### config.mk
export PLATFORM = sky130hd
export DESIGN_NAME = rbp_queue
export DESIGN_NICKNAME = d
export VERILOG_FILES = /design/src/sv/rbp_pkg.sv /design/src/sv/rbp_queue.sv
export SDC_FILE = /design/constraint.sdc
export NUM_CORES = 1
export LEC_CHECK = 0
export BUFFER_PORTS_ARGS = -buffer_cell sky130_fd_sc_hd__buf_2
export CORE_ASPECT_RATIO = 1.4
export CORE_MARGIN = 2
export CORE_UTILIZATION = 40
export CTS_CLUSTER_DIAMETER = 200
export DETAILED_ROUTE_END_ITERATION = 7
export GPL_TIMING_DRIVEN = 0
export PLACE_DENSITY = 0.74
export RECOVER_POWER = 50
export SETUP_SLACK_MARGIN = 0.4
export SYNTH_ARGS = -nofsm -noshare
export SYNTH_HDL_FRONTEND = slang
export SYNTH_SLANG_ARGS = --single-unit
export TNS_END_PERCENT = 50
### constraint.sdc
create_clock -name clock -period 1.3 [get_ports clock]
set_input_delay 0.13 -clock clock [delete_from_list [all_inputs] [get_ports clock]]
set_output_delay 0.13 -clock clock [all_outputs]
set_load 0.01 [all_outputs]
### src/sv/rbp_pkg.sv
// Shared types, codes and constants for the reference-counted buffer pool.
package rbp_pkg;

   // Default pool size and fixed field widths.
   localparam int DEFAULT_POOL_ENTRIES = 1024;
   localparam int ID_W = 10;
   localparam int COUNT_W = 16;
   localparam int FAIL_W = 32;

   // Action codes carried by a request.
   localparam logic [1:0] ACT_ALLOC    = 2'd0;
   localparam logic [1:0] ACT_ADD_REF  = 2'd1;
   localparam logic [1:0] ACT_DROP_REF = 2'd2;
   localparam logic [1:0] ACT_FREE     = 2'd3;

   // Status codes returned with each response.
   localparam logic [1:0] STAT_OK       = 2'd0;
   localparam logic [1:0] STAT_EMPTY    = 2'd1;
   localparam logic [1:0] STAT_MISUSE   = 2'd2;
   localparam logic [1:0] STAT_OVERFLOW = 2'd3;

   // Largest reference count; an add at this count saturates.
   localparam logic [COUNT_W-1:0] COUNT_MAX = '1;

   // Command queue between the front and back parts.
   localparam int QUEUE_DEPTH = 2;
   localparam int QUEUE_PTR_W = $clog2(QUEUE_DEPTH);
   localparam int QUEUE_CNT_W = $clog2(QUEUE_DEPTH + 1);

   // One classified request as it travels through the queue.
   typedef struct packed {
      logic [1:0]      action;
      logic [ID_W-1:0] buffer_id;
      logic            in_range;
   } item_type;

endpackage

### src/sv/rbp_queue.sv
// Short command queue that decouples the front part from the back part.
module rbp_queue
   import rbp_pkg::*;
(
   input  logic     clock,
   input  logic     reset,
   input  logic     push,
   input  item_type push_item,
   input  logic     pop,
   output logic     full,
   output logic     valid,
   output item_type head_item
);

   item_type                entry_ff [QUEUE_DEPTH];
   logic [QUEUE_PTR_W-1:0]  wr_ptr_ff;
   logic [QUEUE_PTR_W-1:0]  rd_ptr_ff;
   logic [QUEUE_CNT_W-1:0]  count_ff;
   logic [QUEUE_CNT_W-1:0]  count_in;

   assign full      = (count_ff == QUEUE_CNT_W'(QUEUE_DEPTH));
   assign valid     = (count_ff != '0);
   assign head_item = entry_ff[rd_ptr_ff];

   // Occupancy follows the push and pop transfers.
   always_comb begin
      count_in = count_ff;
      if (push && !pop) begin
         count_in = count_ff + QUEUE_CNT_W'(1);
      end else if (pop && !push) begin
         count_in = count_ff - QUEUE_CNT_W'(1);
      end
   end

   // Pointers and occupancy.
   always_ff @(posedge clock) begin
      if (reset) begin
         wr_ptr_ff <= '0;
         rd_ptr_ff <= '0;
         count_ff  <= '0;
      end else begin
         if (push) begin
            wr_ptr_ff <= (wr_ptr_ff == QUEUE_PTR_W'(QUEUE_DEPTH - 1)) ?
                         '0 : wr_ptr_ff + QUEUE_PTR_W'(1);
         end
         if (pop) begin
            rd_ptr_ff <= (rd_ptr_ff == QUEUE_PTR_W'(QUEUE_DEPTH - 1)) ?
                         '0 : rd_ptr_ff + QUEUE_PTR_W'(1);
         end
         count_ff <= count_in;
      end
   end

   // Entry storage.
   always_ff @(posedge clock) begin
      if (push) begin
         entry_ff[wr_ptr_ff] <= push_item;
      end
   end

endmodule

Word level (Yosys, flattened, before mapping):

Memory sizes are Yosys's and may differ from the RTL's. A register that Yosys moved wholly into a read port is not among the register bits.
Cells that the tools add are included.

* register bits after elaboration: 4
* bits in writable memories: 26
* input port bits: 17
* memories kept: 1

Memories
* entry_ff: words 2, bits a word 13, rd ports 1, clocked after memory_dff 1, write ports 1, line rbp_queue.sv:15 `item_type entry_ff [QUEUE_DEPTH];`

* add/sub/neg operators: 4
* equality and inequality tests: 1
* muxes and demuxes: 8
* reduce and logical (&&, ||, !) cells: 6

Operators by type and width (count)
* $mux 1: 6
* $mux 2: 2
* $reduce_bool 2->1: 2
* $add 1x1->1 const B: 2
* $add 2x1->2 const B: 1
* $eq 2x2->1 const B: 1
* $logic_and 1x1->1: 2
* $logic_not 1->1: 2
* $sub 2x1->2 const B: 1

Logic depth before layout (Yosys ltp):

Gate-level depths: netlist (run 1).

* depth after elaboration: 4
* gate-level depth with buffers: 5

Least setup slack after synthesis (run 1):

Ideal clock, no wire load.

* kind: reg-to-reg
* start point: register wr_ptr_ff
* end point: memory entry_ff[0][0] (netlist name), enable pin
* setup time: 0.384 ns
* arrival time: 0.933 ns
* setup slack: -0.017 ns
* cell stages (with the launch flop): 2
* clock period less this slack: 1.317 ns
* cell sequence: dfxtp_1 -> nor2b_1

RTL lines
* start, declared: line rbp_queue.sv:16 `logic [QUEUE_PTR_W-1:0] wr_ptr_ff;`
* start signal, assigned: line rbp_queue.sv:43 `wr_ptr_ff <= (wr_ptr_ff == QUEUE_PTR_W'(QUEUE_DEPTH - 1)) ?`
* end, declared: line rbp_queue.sv:15

Straight into the memory's write port.

==> results of run 1 <==
synth_stat cells (2+ instances only):
master and count:
dfxtp_1 5, xor2_1 2, mux2_2 13, xnor2_1 2, edfxtp_1 26, nor2_1 4
per-stage QoR:
| stage | cell area (um2) | setup TNS [ns] | utilization |
|---|---|---|---|
| finish | 1780 | -1.33 | 0.667 |
| global route | 1780 | -1.88 | 0.667 |
| CTS | 1790 | -1.30 | 0.669 |
| detailed placement | 1420 | 0 | 0.530 |
| global placement | 1420 | 0 | 0.530 |
| floorplan | 1220 | 0 | - |
routing by layer:
layer | part of all wire | track usage | up-vias
met1 | 0.36 | 0.136 | 335
met2 | 0.57 | 0.274 | 27
met5 | 0 | 0 | -
met3 | 0.047 | 0.0420 | 6
met4 | 0.026 | 0.0964 | 0
li1 | - | - | 342
state kept, by name (all words and copies together), names as in the netlist, named ones only:
register   cells
entry_ff      26
count_ff       2
rd_ptr_ff      1
wr_ptr_ff      1
cell type report:
class	instances	area, um2	share of cell area
plain buffers	1	20.0	0.0112
flip-flops and latches	31	886	0.498
clock buffers	8	68.8	0.0387
well taps	36	45.0	0.0253
inverters	1	3.75	0.00211
repair buffers	49	418	0.235
multi-input cells	30	339	0.190
where the power goes:
part,total [mW],internal (mW),switching [mW]
combinational,0.464,0.293,0.171
sequential,1.19,1.15,0.0337
clock,0.611,0.318,0.293
how the worst max path moves through the flow:
| stage | depth (start not counted) | slack, ns | to |
|---|---|---|---|
| 2_1_floorplan | 2 | 0.35 | head_item[0] |
| 3_3_place_gp | 3 | 0.19 | head_item[3] |
| 3_5_place_dp | 3 | 0.18 | head_item[9] |
| 4_1_cts | 3 | -0.11 | head_item[9] |
| 5_1_grt | 3 | -0.16 | head_item[6] |
| 6_report | 3 | -0.12 | head_item[9] |
cells by family (layout without fill, tap and decap cells):
group,count (synthesis),after routing,share of synthesized area
compound gates,2,2,0.00875
fa+ha+maj,1,1,0.0110
mux,13,13,0.128
xor+xnor,4,4,0.0307
simple gates,9,10,0.0427
buf+inv,2,59,0.00766
flops,31,31,0.771
timing repair:
item,4_1_cts,5_1_grt
endpoints found under the hold margin,25,0
setup endpoints to repair,42,42
resized for setup,23,2
gates cloned,0,1
hold buffers,13,0
pin swaps,3,2
buffers inserted,5,0
cells in the final DEF, fill, tap and decap left out, types with 3 or more instances in the layout:
cell           instances
nor2_1                 4
dlygate4sd3_1         13
clkbuf_4               5
edfxtp_1              26
buf_6                 15
clkbuf_1               8
buf_4                  3
mux2_4                12
buf_2                 10
dfxtp_1                3
critical path, delay by kind of cell (launching register included):
kind	cells	cell delay (ns)
DFF	1	0.38
muxes	1	0.31
buffers and inverters	2	0.27
==> metrics.csv, run 1 <==
stage,metric,value,unit
clock_network,ctsHtreeMaxLevel,2,
sta,hold_slack,0.0155,ns
critical_path,r2r_cells,4,
status,violations,negative setup slack,
route,drt-vias-per-instance,4.55,
sta,finalCriticalPeriod,1.42,ns
floorplan,die_y,67.2,um
clock_network,clk_latency,0.32,ns
sta,worstMarginPinSlew,0.214,ns
critical_path,cp.arrival,1.29,ns
power_and_ir_drop,ir_drop,0.926,mV
logic_synthesis,ys_warn_count,0,
logic_synthesis,seq_area_frac_synth,0.771,
critical_path,cp.required,1.17,ns
route,first_pass_iters,3,
placed_design,place_hpwl,1.20,mm
sta,slew_violations,0,
logic_synthesis,synth-edff-count,26,
global_routing,antenna_found_initial,0,
floorplan,rows,22,
global_routing,grt_overflow,0,
sta,fin_skew,0.00413,ns
route,routedWlPerCell,13.4,um
placed_design,place.gp.congestion,0.646,
logic_synthesis,ys_ff_latch,31,
critical_path,cpMaxStageDelayCell,dfxtp_4,
sta,fin_crit_sh,1.09,
route,vias,710,
critical_path,cp_max_fo,10,
logic_synthesis,syn-num-nets,80,
placed_design,port_buffers,31,
route,drc,0,
clock_network,clk_pin_slew_worst_paths,0.09,ns
floorplan,core-area,0.00267,mm2
critical_path,worstSetupEndpointType,output port,
worst_hold_path,min_to,count_ff[1],
global_routing,grt_max_degree,14,
critical_path,cpPeakStageDelay,0.38,ns
global_routing,grt_pass1_vias,742,
sta,maxSlewHeadroom,0.857,
floorplan,die_w,49.2,um
clock_network,cts_tree,done,
logic_synthesis,yosysUniqueCellTypes,16,
logic_synthesis,synth.avg_cell_area,18.4,um2
clock_network,cts.path.max_buffers,2,
placed_design,place_inst,129,
route,routed_wl,2.08,mm
critical_path,cp_cell_sequence,"buf_12, mux2_4, buf_6",
global_routing,grt_pass1_wl,3.36,mm
run,maxCapViolations,0,
worst_hold_path,min_path_cells,2,
power_and_ir_drop,leakage,0.712,nW
worst_hold_path,min_path_type,in2reg,
route,drtAntennaViolNets,0,
clock_network,cts-buffers-inserted,5,
layout,nFillCells,207,
route,drt-initial-drc-count,3,
sta,setup_viol,13,
layout,area_growth,55.9,%
logic_synthesis,syn_inst,62,
logic_synthesis,synth_top_cell_by_area,edfxtp_1,
sta,rsz0062_at_grt,yes,
worst_hold_path,holdCritStartpoint,reset,
floorplan,io_pins,32,
global_routing,grtUsageTotal,0.145,
status,status,"complete, but fails checks",
power_and_ir_drop,power_density,1270,mW/mm2
layout,layout.cells.non_filler,156,
floorplan,initial_utilization,0.428,
logic_synthesis,ys.flop_type,edfxtp_1,
logic_synthesis,syn_area,0.00114,mm2
floorplan,die_area,0.00331,mm2
logic_synthesis,async_reset_ff_frac,0,
critical_path,critPathKind,reg2out,
critical_path,cp-start-kind,flop,
layout,drive_above_1_share,0.492,
sta,postLayoutSetupSlackWorst,-0.115,ns
critical_path,timing.rr.start,count_ff[0],
layout,diodes,0,
critical_path,ff2ff_setup_slack,0.17,ns
clock_network,cts-root-buf,clkbuf_4,
logic_synthesis,synth_area_leaders,"edfxtp_1 68%, mux2_2 13%, dfxtp_1 8.8%",
power_and_ir_drop,report.power.total,2.26,mW
logic_synthesis,netlist.area_leader.share,0.683,
sta,hold_viol,0,
clock_network,cts_sinks,31,
sta,fmaxAchievable,707,MHz
critical_path,r2r_end,count_ff[1],
placed_design,dp_slack,0.184,ns
layout,fin_nets,137,
(Power assumes the default switching activity.)
==> run 2, diff against run 1 <==
PLACE_DENSITY = 0.72   (was 0.74)
clock period = 1.4 ns   (was 1.3 ns; I/O delays follow)
==> run 2 against run 1 <==
The flow still finishes with violations (negative setup slack). Clock skew shrank 0.00087 ns. Sequential cell count is the same. First-iteration DRC count grew to 2.7 times the previous value. Power shrank 6.2%. Final area grew 0.14%. Die area is the same. Global-route usage grew 3.6 points.
==> metrics.csv, run 2 (synthesis results as in run 1) <==
stage,metric,value,unit
route,drt-initial-drc-count,8,
placed_design,place.gp.congestion,0.635,
route,drt-vias-per-instance,4.71,
route,routedWlPerCell,15.9,um
global_routing,antenna_found_initial,0,
sta,worstMarginPinSlew,0.376,ns
placed_design,place_hpwl,1.26,mm
sta,rsz0062_at_grt,yes,
critical_path,cp-start-kind,flop,
sta,setup_viol,13,
clock_network,clk_latency,0.33,ns
sta,postLayoutSetupSlackWorst,-0.0503,ns
layout,drive_above_1_share,0.500,
layout,final_common_cell,edfxtp_1,
critical_path,cp.required,1.26,ns
route,first_pass_iters,4,
placed_design,port_buffers,31,
critical_path,cpPeakStageDelay,0.41,ns
critical_path,cp.arrival,1.31,ns
route,vias,735,
critical_path,worstSetupEndpointType,output port,
status,status,"complete, but fails checks",
floorplan,core-area,0.00267,mm2
global_routing,grtUsageTotal,0.182,
critical_path,critPathKind,reg2out,
floorplan,initial_utilization,0.428,
status,violations,negative setup slack,
power_and_ir_drop,ir_drop,0.776,mV
layout,regMostFlops,entry_ff,
clock_network,clk_pin_slew_worst_paths,0.09,ns
layout,largest_register_ffs,26,
critical_path,cp_max_fo,5,
sta,hold_viol,0,
layout,diodes,0,
critical_path,crit_family,flip-flops,
critical_path,cpMaxStageDelayCell,dfxtp_4,
layout,area_growth,56.1,%
global_routing,grt_max_degree,14,
route,routed_wl,2.47,mm
floorplan,die_area,0.00331,mm2
clock_network,cts-root-buf,clkbuf_4,
sta,maxSlewHeadroom,0.749,
floorplan,io_pins,32,
placed_design,dp_slack,0.223,ns
placed_design,place_inst,129,
critical_path,critPathBufInv,2,
sta,fin_crit_sh,1.04,
global_routing,grt_overflow,0,
global_routing,grt_pass1_wl,4.10,mm
route,drtAntennaViolNets,0,
sta,slew_violations,0,
worst_hold_path,min_path_type,in2reg,
critical_path,cp_cell_sequence,"buf_8, mux2_4, buf_6",
power_and_ir_drop,leakage,0.709,nW
clock_network,cts_tree,done,
layout,fin_nets,137,
route,drc,0,
clock_network,ctsHtreeMaxLevel,2,
clock_network,cts-buffers-inserted,5,
global_routing,grt_pass1_vias,834,
sta,finalCriticalPeriod,1.45,ns
clock_network,cts_sinks,31,
placed_design,placedInstanceArea,0.00136,mm2
layout,layout_common_cells,"26 x edfxtp_1, 15 x buf_6, 13 x dlygate4sd3_1",
sta,fin_skew,0.00326,ns
clock_network,cts.path.max_buffers,2,
power_and_ir_drop,power_density,1190,mW/mm2
sta,hold_slack,0.0370,ns
layout,layout.cells.non_filler,156,
layout,stdcell_area,0.00178,mm2
sta,fmaxAchievable,690,MHz
floorplan,rows,22,
floorplan,die_w,49.2,um
layout,largestRegisters,"entry_ff: 26 flops, count_ff: 2 flops",
floorplan,die_y,67.2,um
run,maxCapViolations,0,
-- run 2: area by class of cell --
class / instances / area [um2]
well taps: 36 / 45.0
fillers: 205 / 887
plain buffers: 1 / 15.0
multi-input cells: 30 / 334
flip-flops and latches: 31 / 893
repair buffers: 49 / 423
clock buffers: 8 / 68.8
inverters: 1 / 3.75
-- run 2: path summary, 6_finish.rpt --
kind,from,end,slack [ns],cells after the start
max,flop,head_item[7],-0.05,3
min,reset,count_ff[1],0.04,2
max reg2reg,count_ff[0],count_ff[1],0.29,3
min reg2reg,rd_ptr_ff,rd_ptr_ff,0.53,2
-- run 2: report_power, final --
| group | switching (mW) | total, mW | internal (mW) |
|---|---|---|---|
| Combinational | 0.166 | 0.441 | 0.275 |
| Sequential | 0.0359 | 1.11 | 1.07 |
| Clock | 0.278 | 0.573 | 0.295 |
| Total | 0.479 | 2.12 | 1.64 |
-- run 2: per-layer routing --
metal | track usage | wire length (um) | vias to the layer above
met4 | 0.0821 | 40 | 0
met5 | 0 | 0 | -
li1 | - | - | 346
met1 | 0.166 | 865 | 357
met3 | 0.0642 | 129 | 5
met2 | 0.355 | 1440 | 27
-- run 2: through the flow --
step	power (mW)	utilization	setup TNS, ns
2_1_floorplan	1.27	-	0
3_3_place_gp	1.36	0.509	0
3_5_place_dp	1.37	0.509	0
4_1_cts	2.13	0.668	-0.674
5_1_grt	2.22	0.668	-1.29
6_report	2.12	0.668	-0.420
-- run 2: timing repair --
action,4_1_cts,5_1_grt
endpoints found under the setup margin,42,29
pin swaps,3,4
gates resized for setup,38,2
hold buffers,13,0
hold endpoints to repair,25,0
setup buffers,4,0
cloned,2,0
==> run 3, diff against run 2 <==
clock period = 1.5 ns   (was 1.4 ns; I/O delays follow)
==> run 3 against run 2 <==
The run now ends clean. Clock-buffer cell count is the same. Global-route usage shrank 5.8 points. Sequential cell count is the same. Register-to-register slack gained 0.09 ns. Combinational power shrank 21%. Routed wire length shrank 25%. Via count shrank 6.3%. Die area is the same. Critical path type unchanged. Largest power group unchanged.
==> metrics.csv, run 3 (synthesis results as in run 1) <==
stage,metric,value,unit
power_and_ir_drop,report.power.total,1.90,mW
route,drt-vias-per-instance,4.62,
global_routing,antenna_found_initial,0,
layout,layout_common_cells,"26 x edfxtp_1, 13 x buf_6, 12 x mux2_4",
clock_network,cts_sinks,31,
sta,rsz0062_at_grt,yes,
layout,multiInputGateArea,307,um2
critical_path,cp.required,1.35,ns
layout,largest_register_ffs,26,
clock_network,cts-root-buf,clkbuf_4,
critical_path,r2r_cells,1,
route,drc,0,
global_routing,grt_max_degree,14,
floorplan,core-area,0.00267,mm2
sta,fin_crit_sh,0.959,
run,maxCapViolations,0,
placed_design,place.gp.congestion,0.570,
clock_network,cts-buffers-inserted,5,
global_routing,grt_pass1_vias,657,
sta,fmaxAchievable,695,MHz
worst_hold_path,min_path_cells,1,
layout,area_growth,46.7,%
sta,hold_viol,0,
critical_path,cpMaxStageDelayCell,dfxtp_4,
critical_path,critPathKind,reg2out,
power_and_ir_drop,power_density,1130,mW/mm2
layout,fin_util,0.627,
clock_network,clk_pin_slew_worst_paths,0.08,ns
route,vias,689,
sta,setup_viol,0,
placed_design,place_hpwl,1.16,mm
placed_design,port_buffers,31,
power_and_ir_drop,leakage,0.676,nW
floorplan,die_y,67.2,um
power_and_ir_drop,swShare,0.215,
route,routed_wl,1.85,mm
worst_hold_path,holdCritStartpoint,push_item[4],
worst_hold_path,min_to,entry_ff[0][4],
layout,stdcell_area,0.00168,mm2
sta,slew_violations,0,
critical_path,cp_cell_sequence,"buf_4, mux2_2, buf_6",
sta,worstMarginPinSlew,0.343,ns
power_and_ir_drop,p_sw,0.408,mW
layout,final_common_cell,edfxtp_1,
sta,finalCriticalPeriod,1.44,ns
critical_path,ff2ff_setup_slack,0.38,ns
critical_path,timing.rr.start,wr_ptr_ff,
critical_path,worstSetupEndpointType,output port,
route,drtAntennaViolNets,0,
layout,nFillCells,223,
power_and_ir_drop,intPower,1.49,mW
clock_network,cts_tree,done,
layout,regMostFlops,entry_ff,
critical_path,r2r_end,entry_ff[1][4],
clock_network,clk_latency,0.32,ns
placed_design,placedInstanceArea,0.00135,mm2
global_routing,grt_pass1_wl,2.80,mm
clock_network,cts.path.max_buffers,2,
floorplan,die_area,0.00331,mm2
sta,tns,0,ns
power_and_ir_drop,ir_drop,0.789,mV
critical_path,cp-start-kind,flop,
critical_path,cp.arrival,1.29,ns
layout,fin_nets,130,
worst_hold_path,min_path_type,in2reg,
route,drt-initial-drc-count,7,
floorplan,initial_utilization,0.428,
route,first_pass_iters,2,
floorplan,rows,22,
floorplan,die_w,49.2,um
layout,diodes,0,
sta,fin_skew,0.00689,ns
power_and_ir_drop,p_comb_frac,0.184,
global_routing,grtUsageTotal,0.123,
status,status,"complete, no violations",
layout,seq_area,885,um2
sta,maxSlewHeadroom,0.772,
placed_design,dp_slack,0.178,ns
power_and_ir_drop,seq_power_share,0.541,
power_and_ir_drop,clkPwrFrac,0.275,
clock_network,ctsHtreeMaxLevel,2,
floorplan,io_pins,32,
global_routing,grt_overflow,0,
layout,largestRegisters,"entry_ff: 26 flops, count_ff: 2 flops",
critical_path,cpPeakStageDelay,0.39,ns
route,routedWlPerCell,12.4,um
sta,postLayoutSetupSlackWorst,0.0620,ns
layout,drive_above_1_share,0.469,
critical_path,cp_max_fo,4,
-- run 3: changes by cell type in the layout (fill, tap and decap cells not counted), sizes merged --
cell,delta
dlygate4sd3,-5
buf,-3
clkbuf,+2
and2,-1
-- run 3: per-stage QoR --
stage          hold slack (ns)  cells
6_report                0.0216    149
5_1_grt                 0.0102    149
4_1_cts               0.000121    142
3_5_place_dp             0.341    129
3_3_place_gp             0.340    129
2_1_floorplan            0.219     62
-- run 3: timing repair --
item / in CTS / in global routing
gates cloned: 0 / 1
resized for setup: 11 / 21
setup endpoints to repair: 42 / 42
hold buffers: 3 / 5
endpoints found under the hold margin: 5 / 9
buffers inserted: 2 / 1
-- run 3: area by class of cell --
| cell class | count | share of cell area |
|---|---|---|
| timing repair buffer | 43 | 0.210 |
| inverter | 1 | 0.00224 |
| clock buffer | 8 | 0.0411 |
| buffer | 1 | 0.00896 |
| sequential | 31 | 0.528 |
| tap | 36 | 0.0269 |
| multi-input combinational | 29 | 0.183 |
-- run 3: critical path, delay by kind of cell, from the launching register on --
kind	cells	cell delay, ns
flops	1	0.39
mux	1	0.33
buf+inv	2	0.25
-- run 3: worst max-delay path by stage --
| stage | cells past startpoint | slack, ns | end |
|---|---|---|---|
| floorplan | 1 | 0.39 | entry_ff[1][0] |
| global placement | 3 | 0.19 | head_item[8] |
| detailed placement | 3 | 0.18 | head_item[8] |
| CTS | 3 | 0.04 | head_item[8] |
| global route | 3 | 0.002 | head_item[10] |
| finish | 3 | 0.06 | head_item[10] |
-- run 3: layer usage --
metal | vias up | global-route usage | routed length (um)
met1 | 327 | 0.119 | 675
met2 | 26 | 0.206 | 1010
met4 | 0 | 0.0857 | 46
met3 | 6 | 0.0597 | 117
li1 | 330 | - | -
met5 | - | 0 | 0
-- run 3: power by group through the flow --
stage	clock network [mW]	registers, mW	logic, mW
finish	0.520	1.03	0.349
global route	0.571	1.03	0.375
CTS	0.541	1.02	0.266
detailed placement	0	1.04	0.227
global placement	0	1.04	0.220
floorplan	0	1.03	0.139
