File: config.mk
export PLATFORM = sky130hd
export DESIGN_NAME = rbp_front
export DESIGN_NICKNAME = d
export VERILOG_FILES = /design/src/sv/rbp_pkg.sv /design/src/sv/rbp_front.sv
export SDC_FILE = /design/constraint.sdc
export NUM_CORES = 1
export LEC_CHECK = 0
export ABC_AREA = 0
export BUFFER_PORTS_ARGS = -buffer_cell sky130_fd_sc_hd__clkbuf_2
export CAP_MARGIN = 10
export CELL_PAD_IN_SITES_DETAIL_PLACEMENT = 1
export CELL_PAD_IN_SITES_GLOBAL_PLACEMENT = 2
export CORE_UTILIZATION = 24
export CTS_BUF_LIST = sky130_fd_sc_hd__clkbuf_8
export CTS_CLUSTER_SIZE = 10
export DETAILED_ROUTE_END_ITERATION = 10
export PLACE_DENSITY_LB_ADDON = 0.1
export SLEW_MARGIN = 15
export SYNTH_ARGS = -nofsm -noshare
export SYNTH_HDL_FRONTEND = slang
export SYNTH_SLANG_ARGS = --single-unit
File: constraint.sdc
create_clock -name clock -period 1.9 [get_ports clock]
set_clock_uncertainty 0.1 [all_clocks]
set_input_delay 0.19 -clock clock [delete_from_list [all_inputs] [get_ports clock]]
set_output_delay 0.19 -clock clock [all_outputs]
set_load 0.005 [all_outputs]
File: src/sv/rbp_pkg.sv
// Shared types, codes and constants for the reference-counted buffer pool.
package rbp_pkg;

   // Default pool size and fixed field widths.
   localparam int DEFAULT_POOL_ENTRIES = 1024;
   localparam int ID_W = 10;
   localparam int COUNT_W = 16;
   localparam int FAIL_W = 32;

   // Action codes carried by a request.
   localparam logic [1:0] ACT_ALLOC    = 2'd0;
   localparam logic [1:0] ACT_ADD_REF  = 2'd1;
   localparam logic [1:0] ACT_DROP_REF = 2'd2;
   localparam logic [1:0] ACT_FREE     = 2'd3;

   // Status codes returned with each response.
   localparam logic [1:0] STAT_OK       = 2'd0;
   localparam logic [1:0] STAT_EMPTY    = 2'd1;
   localparam logic [1:0] STAT_MISUSE   = 2'd2;
   localparam logic [1:0] STAT_OVERFLOW = 2'd3;

   // Largest reference count; an add at this count saturates.
   localparam logic [COUNT_W-1:0] COUNT_MAX = '1;

   // Command queue between the front and back parts.
   localparam int QUEUE_DEPTH = 2;
   localparam int QUEUE_PTR_W = $clog2(QUEUE_DEPTH);
   localparam int QUEUE_CNT_W = $clog2(QUEUE_DEPTH + 1);

   // One classified request as it travels through the queue.
   typedef struct packed {
      logic [1:0]      action;
      logic [ID_W-1:0] buffer_id;
      logic            in_range;
   } item_type;

endpackage

File: src/sv/rbp_front.sv
// Front part: accepts requests, classifies the handle and hands them to the queue.
module rbp_front
   import rbp_pkg::*;
#(
   parameter int POOL_ENTRIES = DEFAULT_POOL_ENTRIES
) (
   input  logic            clock,
   input  logic            reset,
   input  logic            start,
   input  logic [1:0]      req_action,
   input  logic [ID_W-1:0] req_buffer_id,
   input  logic            q_full,
   input  logic            clearing,
   output logic            busy,
   output logic            push,
   output item_type        push_item
);

   logic     stage_valid_ff;
   logic     stage_valid_in;
   item_type stage_item_ff;
   item_type stage_item_in;
   logic     accept;

   // The stage drains into the queue whenever the queue has room.
   assign push      = stage_valid_ff && !q_full;
   assign push_item = stage_item_ff;

   // Requests are held off during the table clearing pass or when the stage is stuck.
   assign busy   = clearing || (stage_valid_ff && q_full);
   assign accept = start && !busy;

   // Classify the request: flag handles that lie beyond the pool.
   always_comb begin
      stage_valid_in = accept || (stage_valid_ff && !push);
      stage_item_in  = stage_item_ff;
      if (accept) begin
         stage_item_in.action    = req_action;
         stage_item_in.buffer_id = req_buffer_id;
         stage_item_in.in_range  = (32'(req_buffer_id) < 32'(POOL_ENTRIES));
      end
   end

   // Stage register.
   always_ff @(posedge clock) begin
      if (reset) begin
         stage_valid_ff <= 1'b0;
      end else begin
         stage_valid_ff <= stage_valid_in;
      end
      stage_item_ff <= stage_item_in;
   end

endmodule

# Word level (Yosys, flattened, before mapping)
# Cells that the tools add are included.
# classes
n_reduce_logical	9
# ops
op	n
$logic_and A1 B1 Y1	4
$logic_not A1 Y1	3
$logic_or A1 B1 Y1	2
# totals
wordCells	12
reg_bits	13
inputBits	17
out_inout_bits	15

# Depth between registers and ports, before layout
# Gate-level depths: netlist of run 1.
# logic_depth
word_depth	5
depth_mapped	2

# Worst setup path before layout of run 1
# Ideal clock, no wire load.
# synth_timing
path_type	input to register
startpoint	input clearing
endpoint	register stage_item_ff, in the netlist push_item[10], enable pin
setup_slack_ns	0.459
required_time_ns	1.415
n_path_buf	0
arrival_time_ns	0.956
stages	2
cell_sequence	nand2b_4 -> a21oi_1
# synth_between
elab_chain_len	3
# synth_rtl
item	line_no	source
from (decl)	rbp_front.sv:13	input logic clearing,
$logic_or A1 B1 Y1	rbp_front.sv:30	assign busy = clearing || (stage_valid_ff && q_full);
$logic_not A1 Y1	rbp_front.sv:31	assign accept = start && !busy;
$logic_and A1 B1 Y1	rbp_front.sv:31	
net accept	rbp_front.sv:23	logic accept;
to (signal assigned)	rbp_front.sv:51	stage_item_ff <= stage_item_in;
to (decl)	rbp_front.sv:21	item_type stage_item_ff;
# The timed path passes the listed nets, and every way through them passes these cells.
# A chain may end at the register's enable or synchronous reset.

# Worst setup path after layout of run 1
# layout_timing
startpoint	register stage_valid_ff
endpoint	output busy
# layout_between
elab_chain_len	2
# layout_rtl
item	line_no	source
from (decl)	rbp_front.sv:19	logic stage_valid_ff;
from (signal assigned)	rbp_front.sv:49	stage_valid_ff <= stage_valid_in;
$logic_and A1 B1 Y1	rbp_front.sv:30	
$logic_or A1 B1 Y1	rbp_front.sv:30	
to (decl)	rbp_front.sv:14	output logic busy,
# No other way between the ends.

==> results of run 1 <==
## path summary, 6_finish.rpt
kind	to	depth (start not counted)	start	slack, ns
max	busy	3	stage_valid_ff	0.77
max reg2reg	push_item[12]	2	stage_valid_ff	0.84
min	stage_valid_ff	2	reset	0.03
min reg2reg	stage_valid_ff	2	stage_valid_ff	0.41
## critical path, stage by stage (launching register included)
cell	delay [ns]
dfxtp_1	0.34
nand2_1	0.09
nand2b_1	0.08
clkbuf_2	0.10
## metal layers
layer / vias to the layer above / wire length [um] / track usage
li1: 142 / - / -
met1: 137 / 240 / 0.0803
met2: 17 / 499 / 0.168
met3: 0 / 58 / 0.0245
met4: 0 / 0 / 0.0545
met5: - / 0 / 0
## power by group through the flow
stage	Sequential (W)	Combinational, W	Clock, W
after floorplan	0.000338	0.0000117	0
after global placement	0.000336	0.0000428	0
after detailed placement	0.000337	0.0000448	0
after CTS	0.000331	0.0000449	0.000233
after global routing	0.000332	0.0000488	0.000246
final	0.000331	0.0000436	0.000225
## kinds of logic after synthesis
kind of cell	count (synthesis)
DFF	13
and+or+nand+nor	4
AOI/OAI and AO/OA	2
buffers and inverters	1
other	1
## layout make-up
type                            instances  area (um^2)
Fill cell                             199         1050
Sequential cell                        13          380
Timing Repair Buffer                   31          158
Multi-Input combinational cell          7         47.5
Clock buffer                            3         41.3
Tap cell                               25         31.3
Clock inverter                          1         3.75
## through the flow
step	std cells	cell area, um^2	utilization	power [W]	hold WS (ns)
final	80	662	0.388	0.000600	0.0256
after global routing	80	662	0.388	0.000627	0.0238
after CTS	80	662	0.388	0.000609	0.0235
after detailed placement	76	617	0.361	0.000382	0.269
after global placement	76	617	0.361	0.000379	0.251
after floorplan	21	435	-	0.000350	0.152
## synthesized netlist by cell type
library cell,number
a21oi_2,1
nand2_1,1
buf_4,1
dfxtp_1,1
conb_1,1
edfxtp_1,12
nor2b_1,1
nand2b_1,1
a21oi_1,1
nand2b_4,1
## registers in the layout, summed over array words and instances, names as in the netlist
name / flops
stage_valid_ff: 1
push_item: 12
==> metrics.md, run 1 <==
| Metric | Value |
|---|---|
| Status | complete, no violations |
| Commonest non-fill, non-tap cell in the layout | clkbuf_2 |
| CTS Buf Count | 3 |
| Setup Fix Bufs, Post-CTS | 0 |
| Period utilization | 0.596 |
| Clk root buf | clkbuf_8 |
| Placement Setup Slack | 0.728 ns |
| Vias in the first global route | 297 |
| Combinational Power Share | 0.073 |
| Top cell type's share of synthesized area | 0.828 |
| Switch Pwr | 0.000106 W |
| Layout cells sized above 1 | 0.655 |
| Required time of the worst setup path | 1.61 ns |
| Synth warn | 0 |
| Yosys top cell by area | edfxtp_1 |
| GP Congestion | 0.572 |
| Drt total wl | 798 um |
| Fin. Hold Viols | 0 |
| Hold_buf cts | 0 |
| Synth Area in Simple Gates | 0.0690 |
| 1st-iter DRT viols | 8 |
| First-pass GRT wire length | 1.19 mm |
| Tightest Hold Check Type | in -> reg |
| Total negative slack | 0 ns |
| Static leakage | 0.299 nW |
| Drt pass-1 iters | 3 |
| Cell Area, Synth | 435 um^2 |
| Crit path capture type | output port |
| Clock sinks | 13 |
| Setup WS post-layout | 0.767 ns |
| Clock Tree Buf Depth | 2 |
| Kind of critical path | reg -> out |
| Sw Ratio | 0.177 |
| FMAX | 882 MHz |
| Full die area | 1990 um^2 |
| Post-synthesis net count | 38 |
| Largest cells by area after synthesis | edfxtp_1 83%, dfxtp_1 4.6%, nand2b_4 3.2% |
| Post-layout minimum cycle time | 1.13 ns |
| Initial antenna violation count | 0 |
| Sequential power share | 0.552 |
| Avg Inst Size Synth | 20.7 um^2 |
| RSZ-0062 raised after global routing | false |
| H-tree depth | 1 |
| Part of the power in the clock network | 0.375 |
| Horiz. Die Dim | 44.6 um |
| Initial core utilization | 0.255 |
| Multiplexer area fraction after synthesis | 0 |
| Sequential area share after synthesis | 0.874 |
| Complex-gate fraction of the synthesized area | 0.0316 |
| VDD IR max | 0.365 mV |
| Final setup viols | 0 |
| Drt via density | 3.70 |
| Detail Route Antenna Nets | 0 |
| Max-cap violation count | 0 |
| Clock slew at reported path FFs | 0.05 ns |
| Largest family of logic cells by synthesized area | simple AND/OR/NAND/NOR gates |
| Slew Viols, Final | 0 |
| CTS tree | yes |
| PostCTS Resize Cnt | 0 |
| Yosys cell types | 10 |
| Post-synthesis cell count | 21 |
| Power per Cell Area | 906 nW/um^2 |
| Syn-to-layout area delta | 52.0% |
| Drt wl/cell | 9.98 um |
| Largest net degree at the start of global routing | 13 |
| Crit path max fanout | 3 |
| Commonest cells after routing, fill and taps aside | 30 x clkbuf_2, 12 x edfxtp_1, 3 x clkbuf_8 |
| #FFs+latches synth | 13 |
| # DRC | 0 |
| Std-Cell Rows | 15 |
| Total gr overflow | 0 |
| CP Launch Type | register |
| Nets | 73 |
| Vias | 296 |
| CORE AREA | 1710 um^2 |
| Cell Int Power | 0.000494 W |
| Die Ht | 44.6 um |
| Arrival time at the worst endpoint | 0.84 ns |
| Buffers on Ports | 30 |
| Ant. Diodes | 0 |
| Overall Global Routing Usage | 0.0880 |
| I/O pin total | 32 |
| Post-Synth XOR/XNOR Area | 0 |
| Worst-Skew Late Latency | 0.23 ns |
| Adder-cell share of the synthesized area | 0 |
No activity file was read; power rests on OpenSTA's default activity.
==> inputs of run 2 (changes only) <==
- ABC_AREA: 0 -> 1
- clock period: 1.9 -> 1.17 ns (I/O delays scaled with it)
==> run 2 against run 1 <==
Power increased by 72%. Sequential cell count unchanged. Synthesized cell count increased by 24%. Via count increased by 26%. Hold slack got worse by 0.018 ns. Final cell count increased by 21%. Critical path depth increased by 1. First-iteration DRC count decreased by 75%. Area after synthesis increased by 1.7%. Critical path type is now reg -> reg. Largest power group unchanged.
==> metrics.md, run 2 <==
| Metric | Value |
|---|---|
| Drt pass-1 iters | 2 (-1) |
| Period utilization | 0.944 |
| Post-layout minimum cycle time | 1.10 ns |
| Total negative slack | 0 ns (unchanged) |
| Full die area | 2020 um^2 (+1.6%) |
| #FFs+latches synth | 13 (unchanged) |
| Static leakage | 0.376 nW (+26%) |
| CP Launch Type | register |
| H-tree depth | 1 (unchanged) |
| Std-Cell Rows | 15 (unchanged) |
| Post-synth ARST share | 0 (unchanged) |
| Top FF cell, synth | edfxtp_1 |
| Die Ht | 45.0 um (+0.82%) |
| Kind of critical path | reg -> reg |
| Vias in the first global route | 377 (+27%) |
| Nets | 90 (+23%) |
| VDD IR max | 0.465 mV (+27%) |
| Hold Startpoint | reset |
| Power per Cell Area | 1280 nW/um^2 (+41%) |
| R2r worst-path depth | 4 (+2) |
| Required time of the worst setup path | 1.02 ns (-0.59 ns) |
| Drt wl/cell | 10.1 um (+0.97%) |
| Syn-to-layout area delta | 82.8% |
| Largest cells by area after synthesis | edfxtp_1 81%, dfxtp_1 4.5%, inv_1 4.2% |
| Worst-Skew Late Latency | 0.24 ns (about the same) |
| 1st-iter DRT viols | 2 (-6) |
| Post-synth EDFFs | 12 (unchanged) |
| Top cell type's share of synthesized area | 0.814 (-0.0140) |
| Crit path max fanout | 12 (+9) |
| Max-cap violation count | 0 (unchanged) |
| I/O pin total | 32 (unchanged) |
| Arrival time at the worst endpoint | 0.96 ns (+0.12 ns) |
| Post-synthesis net count | 43 (+13%) |
| Final setup viols | 0 (unchanged) |
| RSZ-0062 raised after global routing | false |
| Hold depth | 4 (+2) |
| Reg2Reg Setup Slack | 0.07 ns (-0.77 ns) |
| Design area | 810 um^2 (+22%) |
| Layout cells sized above 1 | 0.528 (-0.127) |
| First-pass GRT wire length | 1.45 mm (+22%) |
| Fin. Hold Viols | 0 (unchanged) |
| CORE AREA | 1730 um^2 (+1.1%) |
| Synth warn | 0 (unchanged) |
| Hold_buf cts | 12 (+12) |
| Detail Route Antenna Nets | 0 (unchanged) |
| Drt total wl | 977 um (+22%) |
| Yosys top cell by area | edfxtp_1 |
| Number of flip-flops in the largest register | 12 (unchanged) |
| Commonest cells after routing, fill and taps aside | 30 x clkbuf_2, 12 x dlygate4sd3_1, 12 x edfxtp_1, 6 x inv_1, 3 x clkbuf_8 |
| Initial core utilization | 0.257 (+0.00158) |
| Total gr overflow | 0 (unchanged) |
| Horiz. Die Dim | 45.0 um (+0.82%) |
| Largest net degree at the start of global routing | 13 (unchanged) |
| Buffers on Ports | 30 (unchanged) |
| Post-synthesis cell count | 26 (+24%) |
| GP Congestion | 0.622 (+8.7%) |
| Cell Area, Synth | 443 um^2 (+1.7%) |
| PostCTS Resize Cnt | 0 (unchanged) |
| Hold Path End | stage_valid_ff |
| Sequential cell area | 380 um^2 (unchanged) |
| Clock slew at reported path FFs | 0.05 ns (about the same) |
| Yosys cell types | 9 (-1) |
| Tightest Hold Check Type | in -> reg |
| Fillers | 204 (+2.5%) |
| Ant. Diodes | 0 (unchanged) |
| CTS Buf Count | 3 (unchanged) |
| Worst r2r src | stage_valid_ff |
| # DRC | 0 (unchanged) |
| Drt via density | 3.86 (+4.2%) |
| Initial antenna violation count | 0 (unchanged) |
| CTS tree | yes |
| Sequential area share after synthesis | 0.859 (-0.0148) |
| Slew Viols, Final | 0 (unchanged) |
| Status | complete, no violations |
| Setup Fix Bufs, Post-CTS | 0 (unchanged) |
| Clock sinks | 13 (unchanged) |
| Clock Tree Buf Depth | 2 (unchanged) |
| Crit path capture type | register |
| Reg-to-Reg End | push_item[4] |
| Multi-input logic area | 43.8 um^2 (-7.9%) |
| Overall Global Routing Usage | 0.106 (+0.0179) |
| Most frequent cell after synthesis | edfxtp_1 |
| Clk root buf | clkbuf_8 |
| Synth cell count leaders | 12 x edfxtp_1, 5 x inv_1, 2 x nand2_2, 2 x nor2_1 |
| Dpl hpwl | 742 um |
| FMAX | 905 MHz |
| Avg Inst Size Synth | 17.0 um^2 (-18%) |
| Commonest non-fill, non-tap cell in the layout | clkbuf_2 |
| Dpl cell area | 644 um^2 (+4.5%) |
| Vias | 374 (+26%) |
==> run 2: cells by family (layout without fill, tap and decap cells) <==
logic type | Yosys count | after routing | share of synthesized area
flops | 13 | 13 | 0.859
buf+inv | 6 | 52 | 0.0593
simple gates | 5 | 5 | 0.0537
other cells | 1 | 1 | 0.00847
compound gates | 1 | 1 | 0.0198
==> run 2: worst max path at each step <==
stage / startpoint / end / slack [ns] / depth (start not counted)
2_1_floorplan: stage_valid_ff / push_item[10] / 0.07 / 3
3_3_place_gp: stage_valid_ff / push_item[3] / 0.10 / 4
3_5_place_dp: stage_valid_ff / push_item[3] / 0.06 / 4
4_1_cts: stage_valid_ff / push_item[11] / 0.06 / 4
5_1_grt: stage_valid_ff / push_item[4] / 0.01 / 4
6_report: stage_valid_ff / push_item[4] / 0.07 / 4
==> run 2: critical path, stage by stage (launching register included) <==
cell and delay (ns):
dfxtp_1 0.32, nand2_2 0.08, nand2_2 0.07, nor2_4 0.10
buf_12 0.14
==> run 2: layout make-up <==
class	instances	area share
inverters	5	0.0232
clock buffers	3	0.0510
well taps	25	0.0386
repair buffers	43	0.359
clock inverters	1	0.00464
flip-flops and latches	13	0.470
multi-input cells	7	0.0541
==> run 2: per-stage QoR <==
step                      std cells  worst slack, ns  total power, W  hold slack (ns)  utilization
final                            97           0.0655         0.00103          0.00720        0.469
after global routing             97           0.0130         0.00108           0.0410        0.469
after CTS                        97           0.0556         0.00106          0.00340        0.469
after detailed placement         81           0.0611        0.000631            0.196        0.373
after global placement           81            0.105        0.000625            0.194        0.373
after floorplan                  26           0.0729        0.000573            0.116            -
==> run 2: routing by layer <==
metal / vias up / routed length, um / global-route usage
met2: 17 / 591 / 0.209
li1: 175 / - / -
met3: 2 / 51 / 0.0240
met4: 0 / 14 / 0.0727
met1: 180 / 319 / 0.0907
met5: - / 0 / 0
==> run 2: power by group <==
group / leakage (nW) / internal (W) / switching [W]
clock network: 0.0269 / 0.000231 / 0.000150
logic: 0.228 / 0.0000702 / 0.0000432
registers: 0.121 / 0.000532 / 0.00000564
==> inputs of run 3 (changes only) <==
- CORE_UTILIZATION: 24 -> 26
- clock period: 1.17 -> 1.4 ns (I/O delays scaled with it)
==> run 3 against run 2 <==
Via count fell by 4.5%. Hold slack improved by 0.043 ns. First-iteration DRC count rose to 4.5 times the previous value. Combinational power fell by 17%. Clock power fell by 19%. Sequential cell count did not move. Non-clock buffer count did not move. Final cell count fell by 9.3%. Global-route usage rose by 2.5 points. Sequential power fell by 16%.
==> metrics.md, run 3 (synthesis results as in run 2) <==
| Metric | Value |
|---|---|
| WP buf/inv | 1 (unchanged) |
| Commonest non-fill, non-tap cell in the layout | clkbuf_2 |
| Crit path capture type | register |
| Total negative slack | 0 ns (unchanged) |
| Buffers on Ports | 30 (unchanged) |
| Hold Startpoint | reset |
| Highest-delay cell along the critical path | dfxtp_1 |
| Dpl cell area | 628 um^2 (-2.5%) |
| Design area | 793 um^2 (-2.0%) |
| First-pass GRT wire length | 1.67 mm (+15%) |
| Vias | 357 (-4.5%) |
| CP Launch Type | register |
| Total gr overflow | 0 (unchanged) |
| Initial antenna violation count | 0 (unchanged) |
| Worst r2r src | stage_valid_ff |
| Initial core utilization | 0.287 (+0.0308) |
| Overall Global Routing Usage | 0.130 (+0.0246) |
| Die Ht | 43.3 um (-3.7%) |
| Reg2Reg Setup Slack | 0.26 ns (+0.20 ns) |
| Switch Pwr | 0.000159 W (-20%) |
| CTS Buf Count | 3 (unchanged) |
| Clock Tree Buf Depth | 2 (unchanged) |
| Slew Viols, Final | 0 (unchanged) |
| Sw Ratio | 0.186 (-0.00731) |
| Hold Path End | stage_valid_ff |
| Clock slew at reported path FFs | 0.05 ns (about the same) |
| Layout cells sized above 1 | 0.528 (unchanged) |
| CTS tree | yes |
| Full die area | 1870 um^2 (-7.4%) |
| GP Congestion | 0.613 (-1.4%) |
| Kind of critical path | reg -> reg |
| Max-cap violation count | 0 (unchanged) |
| Slowest stage delay, CP | 0.32 ns (about the same) |
| Dpl hpwl | 809 um (+9.0%) |
| Power per Cell Area | 1080 nW/um^2 (-16%) |
| Reg-to-Reg End | push_item[1] |
| Part of the power in the clock network | 0.364 (-0.006) |
| PostCTS Resize Cnt | 0 (unchanged) |
| Most common cell on crit path | nand2_2 |
| 1st-iter DRT viols | 9 (+7) |
| Drt wl/cell | 12.0 um (+19%) |
| Worst setup path startpoint | stage_valid_ff |
| # DRC | 0 (unchanged) |
| Sequential power share | 0.527 (+0.006) |
| Drt via density | 4.06 (+5.2%) |
| Arrival time at the worst endpoint | 0.99 ns (+0.03 ns) |
| Hold depth | 4 (unchanged) |
| Nets | 90 (unchanged) |
| Tightest Hold Check Type | in -> reg |
| Number of flip-flops in the largest register | 12 (unchanged) |
| Commonest cells after routing, fill and taps aside | 30 x clkbuf_2, 12 x dlygate4sd3_1, 12 x edfxtp_1, 6 x inv_1, 3 x clkbuf_8 |
| Post-layout minimum cycle time | 1.14 ns (+0.0340 ns) |
| Fin. Hold Viols | 0 (unchanged) |
| I/O pin total | 32 (unchanged) |
| H-tree depth | 1 (unchanged) |
| Detail Route Antenna Nets | 0 (unchanged) |
| Horiz. Die Dim | 43.3 um (-3.7%) |
| Largest net degree at the start of global routing | 13 (unchanged) |
| FMAX | 878 MHz (-3.0%) |
| Std-Cell Rows | 14 (-1) |
| Final setup viols | 0 (unchanged) |
| Crit path max fanout | 12 (unchanged) |
| Period utilization | 0.813 (-0.131) |
| Vias in the first global route | 408 (+8.2%) |
| Ant. Diodes | 0 (unchanged) |
| Drt total wl | 1.06 mm (+8.3%) |
| Clock sinks | 13 (unchanged) |
| CP Cell Sequence | nand2_2, nand2_2, nor2_2, buf_12 |
| CORE AREA | 1540 um^2 (-11%) |
| Drt pass-1 iters | 4 (+2) |
| R2r worst-path depth | 4 (unchanged) |
| Clk root buf | clkbuf_8 |
| Static leakage | 0.375 nW (-0.20%) |
| Cell Int Power | 0.000695 W (-17%) |
| Worst-Skew Late Latency | 0.23 ns (about the same) |
| RSZ-0062 raised after global routing | false |
| Cell family with most CP delay | flip-flops |
| Status | complete, no violations |
| Combinational Power Share | 0.110 (about the same) |
| Syn-to-layout area delta | 79.1% |
| VDD IR max | 0.431 mV (-7.3%) |
| Required time of the worst setup path | 1.25 ns (+0.23 ns) |
## run 3: cell type report
cell class              count  area (um^2)
clock buffers               3         41.3
clock inverters             1         3.75
fillers                   183          748
inverters                   5         18.8
multi-input cells           7         38.8
flip-flops and latches     13          380
well taps                  16         20.0
repair buffers             43          290
## run 3: per-stage QoR
step | power, W | setup WS [ns] | util | hold slack [ns] | instances
2_1_floorplan | 0.000477 | 0.159 | - | 0.139 | 26
3_3_place_gp | 0.000520 | 0.320 | 0.407 | 0.219 | 72
3_5_place_dp | 0.000527 | 0.254 | 0.407 | 0.220 | 72
4_1_cts | 0.000871 | 0.248 | 0.515 | 0.0510 | 88
5_1_grt | 0.000897 | 0.213 | 0.515 | 0.0680 | 88
6_report | 0.000854 | 0.261 | 0.515 | 0.0498 | 88
## run 3: power groups by stage
stage                     Sequential [W]  Combinational [W]  Clock (W)
after floorplan                 0.000459          0.0000179          0
after global placement          0.000456          0.0000644          0
after detailed placement        0.000458          0.0000688          0
after CTS                       0.000450          0.0000951   0.000326
after global routing            0.000451           0.000103   0.000342
final                           0.000450          0.0000936   0.000311
## run 3: timing repair
| item | 4_1_cts | 5_1_grt |
|---|---|---|
| endpoints found under the hold margin | 12 | 0 |
| buffers inserted | 0 | 0 |
| hold buffers | 12 | 0 |
| setup endpoints to repair | 0 | 0 |
## run 3: worst register-to-register path, cell delays in order (launching register included)
cell and delay, ns:
dfxtp_1 0.32, nand2_2 0.09, nand2_2 0.07, nor2_2 0.12, buf_12 0.15
## run 3: worst max path at each step
stage                                to  slack, ns  depth (start not counted)
after detailed placement   push_item[9]       0.25                          4
final                      push_item[1]       0.26                          4
after global placement     push_item[5]       0.32                          4
after global routing       push_item[8]       0.21                          4
after floorplan           push_item[10]       0.16                          3
after CTS                  push_item[1]       0.25                          4
## run 3: per-layer routing
| layer | track usage | vias to the layer above | part of all wire | wire (um) |
|---|---|---|---|---|
| met3 | 0.0426 | 0 | 0.070 | 74 |
| met4 | 0.0727 | 0 | 0 | 0 |
| met1 | 0.105 | 162 | 0.29 | 302 |
| li1 | - | 175 | - | - |
| met2 | 0.260 | 20 | 0.64 | 680 |
| met5 | 0 | - | 0 | 0 |
